$ cat src/hdl/shortest_path_relaxation_engine_core_assert.svh
// assertion macros for the shortest path relaxation engine
// expects clk_i and rst_ni in the scope that uses them
`ifndef SHORTEST_PATH_RELAXATION_ENGINE_CORE_ASSERT_SVH
`define SHORTEST_PATH_RELAXATION_ENGINE_CORE_ASSERT_SVH

// same-cycle implication, disabled in reset
`define SRPE_ASSERT_NOW(lbl, ante, cons, msg) \
  lbl: assert property (@(posedge clk_i) disable iff (!rst_ni) (ante) |-> (cons)) \
    else $error(msg);

// next-cycle implication, disabled in reset
`define SRPE_ASSERT_NEXT(lbl, ante, cons, msg) \
  lbl: assert property (@(posedge clk_i) disable iff (!rst_ni) (ante) |=> (cons)) \
    else $error(msg);

`endif

$ cat src/hdl/srpe_ram.sv
// generic simple dual port ram, one write and one registered read port
// no dependencies
module srpe_ram #(
  parameter int WIDTH = 8,
  parameter int DEPTH = 16
) (
  input  logic                                      clk_i,
  input  logic                                      we_i,
  input  logic [((DEPTH > 1) ? $clog2(DEPTH) : 1)-1:0] waddr_i,
  input  logic [WIDTH-1:0]                          wdata_i,
  input  logic                                      re_i,
  input  logic [((DEPTH > 1) ? $clog2(DEPTH) : 1)-1:0] raddr_i,
  output logic [WIDTH-1:0]                          rdata_o
);

  logic [WIDTH-1:0] mem_q [DEPTH];

  always_ff @(posedge clk_i) begin
    if (we_i) begin
      mem_q[waddr_i] <= wdata_i;
    end
    if (re_i) begin
      rdata_o <= mem_q[raddr_i];
    end
  end

endmodule

$ cat config.mk
export PLATFORM = sky130hd
export DESIGN_NAME = srpe_ram
export DESIGN_NICKNAME = d
export VERILOG_FILES = /design/src/hdl/shortest_path_relaxation_engine_core_assert.svh /design/src/hdl/srpe_ram.sv
export SDC_FILE = /design/constraint.sdc
export NUM_CORES = 1
export LEC_CHECK = 0
export ABC_AREA = 1
export BUFFER_PORTS_ARGS = -buffer_cell sky130_fd_sc_hd__buf_2
export CAP_MARGIN = 5
export CORE_MARGIN = 1.5
export CORE_UTILIZATION = 63
export CTS_BUF_LIST = sky130_fd_sc_hd__clkbuf_4
export DETAILED_ROUTE_END_ITERATION = 10
export GPL_ROUTABILITY_DRIVEN = 0
export PLACE_DENSITY_LB_ADDON = 0.25
export SLEW_MARGIN = 20
export SYNTH_ARGS = -nofsm -noshare
export SYNTH_HDL_FRONTEND = slang
export SYNTH_SLANG_ARGS = --single-unit
$ cat constraint.sdc
create_clock -name clk_i -period 1.7 [get_ports clk_i]
set_input_delay 0.34 -clock clk_i [delete_from_list [all_inputs] [get_ports clk_i]]
set_output_delay 0.34 -clock clk_i [all_outputs]
set_load 0.05 [all_outputs]
# Word-level counts from Yosys, hierarchy flattened
# Memories as Yosys holds them, arrays and structs flattened. A register that Yosys moved wholly into a read port is not among the register bits.
# Index checks and enable logic that the tools add are counted.
[totals]
register_bits = 0
ramBits = 128
input_bits = 19
out_inout_bits = 8
word_cells = 3
mem_count = 1
[mem_list]
columns = ["name", "words", "width", "read_ports", "rd_clocked_by_memory_dff", "wr", "line_no", "rtl"]
rows = [
  ["mem_q", 16, 8, 1, 1, 1, "srpe_ram.sv:16", "logic [WIDTH-1:0] mem_q [DEPTH];"],
]
[op_classes]
muxes = 2
[op_table]
columns = ["operator", "n"]
rows = [
  ["2-to-1 mux 1 bit", 2],
]

# Depth between registers and ports, before layout
[depth]
ltp_word = 2
ltp_mapped = 8
mapped_depth_nobuf = 7

# Worst setup path after synthesis
# OpenSTA, ideal clock, no wires.
[synth_timing]
kind = "input -> register"
start = "input port waddr_i[2] in the netlist's numbering"
end = "memory mem_q[10][0], enable pin"
setup_ps = 370
arrival_time_ps = 921
required_ps = 1330
slack_ps = 409
path_stages = 2
n_path_buf = 0
path_cell_list = "nand3b_1 > nor2_1"
[synth_rtl]
columns = ["element", "line_no", "rtl"]
rows = [
  ["start: declaration", "srpe_ram.sv:9", "input logic [((DEPTH > 1) ? $clog2(DEPTH) : 1)-1:0] waddr_i,"],
  ["end: declaration", "srpe_ram.sv:16", ""],
]
# No word-level cell before the write port.

# Final worst setup path
[layout_timing]
start = "register rdata_o[4] (read register of mem_q)"
end = "output port rdata_o[4]"
[layout_rtl]
columns = ["element", "line_no", "rtl"]
rows = [
  ["start: declaration", "srpe_ram.sv:13", "output logic [WIDTH-1:0] rdata_o"],
]
# No word-level cell between the ends.

==> summary.md <==
The number of nets in the finished design was 614. The run gives 0.447 as the met2 global-route usage. The count of buffers added on input and output ports is 26. For the portion of total power attributed to the clock network, the log shows 0.355.

Dividing the detail-routed wire length by the instance count gives 17.5 um. The share of the cycle needed by the critical path after routing is 0.889, and the effective utilization at floorplan is 0.661. In this run, post-CTS repair resized a total of 0 instances.

The dominant cell type by area after synthesis is edfxtp_1. After floorplanning, the core was sized to cover 0.00885 mm2. In this run the power spent charging and discharging nets is 1.57 mW. The launching element type of the critical path is a register. Class of the most critical hold timing path: in2reg. The run gives 0 as the final setup violation count.

The logs give 0.698 for the sequential cell area fraction in the yosys report and 0.00616 mm2 for the area after detailed placement. The die height is 99.3 um. Worst-case hold path end point: rdata_o[2]$_DFFE_PP_. Number of global-route vias before repair: 3,862. The run finished with clean final reports. The average via count per standard cell works out to 5.43.

The die width is 99.3 um. The level count of the clock H-tree was 4. The root buffer cell chosen for the clock tree is clkbuf_4. The top-level I/O count is 27, and the internal power summed over all cells is 5.11 mW.

The global-route track usage on met3 was 0.0548; the post-synth net total was 570. At the pin with the least slew margin, the transition time is 618 ps. The detailed placement HPWL came out at 7810 um. The logs give 0.077 for the combinational cell fraction of total power and 530 ps for the register-to-register setup slack. The depth of the worst register-to-register path is 6. Across the run, the number of max-cap violations was 0. For this run, the slowest stage of the critical path takes 430 ps. The proportion of total power due to net switching works out to 0.235. The clock passes through at most 2 buffers. In this run the power density over the cells is 1030 mW/mm2. Summing over every cut layer, the via total after detailed routing is 3,886. The first global-routing pass estimated 19,800 um of wire. The number of hold violations in the final report was 0.

The final design area excluding fillers is 0.00648 mm2. The run gives 0.587 as the worst slew margin relative to its limit. The cell area that synthesis handed to floorplanning was 0.00585 mm2. IR analysis of the VDD net gives a maximum drop of 0.000693 V.

Data arrives at the worst endpoint at 1170 ps. Static timing analysis puts the maximum clock frequency at 662 MHz. The logs give 11 for the count of distinct cell types in the synthesized netlist and 0 ps for the final-layout setup total negative slack. The power share of the sequential group is 0.568, and the share of cells above drive strength 1 is 0.135. The required time at the worst-slack endpoint was 1360 ps; the layout overhead on the synthesized area was 10.9%. The mean cell area of the mapped netlist is 10.6 um2, and the number of CTS-inserted buffers is 17. The max-slew violation count was 0; the violation count after the first detailed-route iteration was 398. The smallest clock period supported by the final layout is computed as 1510 ps. Aggregate routed wire length: 12,500 um. The final-layout worst hold slack was 177 ps; the number of remaining DRC errors was 0. The top cell types in the final layout, fill and taps aside, are nand2_1 (173), edfxtp_1 (136), inv_1 (100).

The tools report the leakage dissipation as 2.84 nW. Critical setup path kind: reg2out. Largest delay contributor family on the critical path: flip-flops. The worst path buffer plus inverter count is 1, and the worst hold path cell count is 1. The run gives 0 as the number of antenna violations at the first check in global routing.

The sink count of the clock tree is 136. TritonCTS built the clock tree. The tools report the total grt overflow as 0. Setup repair after global routing left no endpoint under its margin. The area of the die was 0.00987 mm2; the synthesized instance count was 551.

The top cell type's share of synthesized area came out at 0.698. The post-synthesis sequential element count came out at 136. The library cell used most frequently in the layout, excluding fill and tap cells, is nand2_1. In this run the remaining antenna-violating nets after routing total 0. In this run the core area contains 34 standard-cell rows. For the total power of the final layout, the log shows 6.68 mW. Before antenna repair, the detailed router went through 5 iterations. Yosys attributes the largest share of cell area to edfxtp_1 (70%), nand2_1 (11%), nand3_1 (8.3%), inv_1 (6.4%), buf_6 (1.2%).

The tools report the reg-to-reg critical path startpoint as mem_q[9][4]$_DFFE_PP_. The slowest cell on the critical path is edfxtp_1. The startpoint identified for the worst hold timing path is re_i. The total global-route track usage was 0.275. The global-route layer with the greatest usage is met2.

Yosys printed 0 warnings. Walking the worst path, the cells encountered are buf_2. The clock skew was 19.7 ps; the critical-path maximum fanout was 1. The number of antenna diodes in the final layout is 0. STA classifies the critical path endpoint as a primary output. The tools report the met1 global-route usage as 0.372.

In this run, post-CTS hold repair placed 0 buffers. Entering global routing, the biggest net connects 37 pins. Clock latency of the later-clocked register in the worst-skew pair: 520 ps.

The reg-to-reg critical path endpoint was rdata_o[4]$_DFFE_PP_. The clock-pin transition on the worst setup and hold timing paths is 130 ps, and the number of buffers inserted to repair setup after CTS is 0.
state kept, by name (all words and copies together) (netlist names):
register and count:
mem_q 128, rdata_o 8
logic make-up (layout without fill, tap and decap cells):
logic type	after synthesis	in the layout	share of synthesized area
buf+inv	126	183	0.0939
flops	136	136	0.698
simple gates	289	289	0.208
power groups by stage:
| stage | Combinational, mW | Sequential, mW | Clock, mW |
|---|---|---|---|
| 2_1_floorplan | 0.265 | 3.92 | 0 |
| 3_3_place_gp | 0.496 | 3.87 | 0 |
| 3_5_place_dp | 0.510 | 3.87 | 0 |
| 4_1_cts | 0.512 | 3.79 | 2.41 |
| 5_1_grt | 0.564 | 3.80 | 2.55 |
| 6_report | 0.513 | 3.79 | 2.37 |
metrics by stage:
| stage | std cells | setup slack [ps] | util |
|---|---|---|---|
| CTS | 716 | 160 | 0.733 |
| floorplan | 551 | 409 | - |
| finish | 716 | 189 | 0.733 |
| global placement | 684 | 143 | 0.696 |
| detailed placement | 684 | 130 | 0.696 |
| global route | 716 | 118 | 0.733 |
Yosys cell counts, drive strengths merged:
cell type and n:
nand2 173, nor2 17, nand3b 2, inv 102, edfxtp 136, nand3 97, buf 24
area by class of cell:
cell class / count / area [um2]
multi-input combinational: 289 / 1210
sequential: 136 / 4080
tap: 108 / 135
clock inverter: 14 / 194
clock buffer: 18 / 135
timing repair buffer: 49 / 340
inverter: 102 / 383
fill: 598 / 2360
layer usage:
| metal | vias up | wire (um) |
|---|---|---|
| met3 | 26 | 989 |
| met5 | - | 0 |
| li1 | 1869 | - |
| met4 | 0 | 305 |
| met2 | 186 | 6180 |
| met1 | 1805 | 5020 |
how the worst max path moves through the flow:
stage	start	endpoint	slack, ps	cells after the start
after floorplan	waddr_i[2]	mem_q[10][0]$_DFFE_PP_	410	2
after global placement	raddr_i[0]	rdata_o[4]$_DFFE_PP_	140	7
after CTS	rdata_o[4]$_DFFE_PP_	rdata_o[4]	160	1
after global routing	rdata_o[4]$_DFFE_PP_	rdata_o[4]	120	1
after detailed placement	raddr_i[0]	rdata_o[4]$_DFFE_PP_	130	7
final	rdata_o[4]$_DFFE_PP_	rdata_o[4]	190	1
No activity file was read; power rests on OpenSTA's default activity.
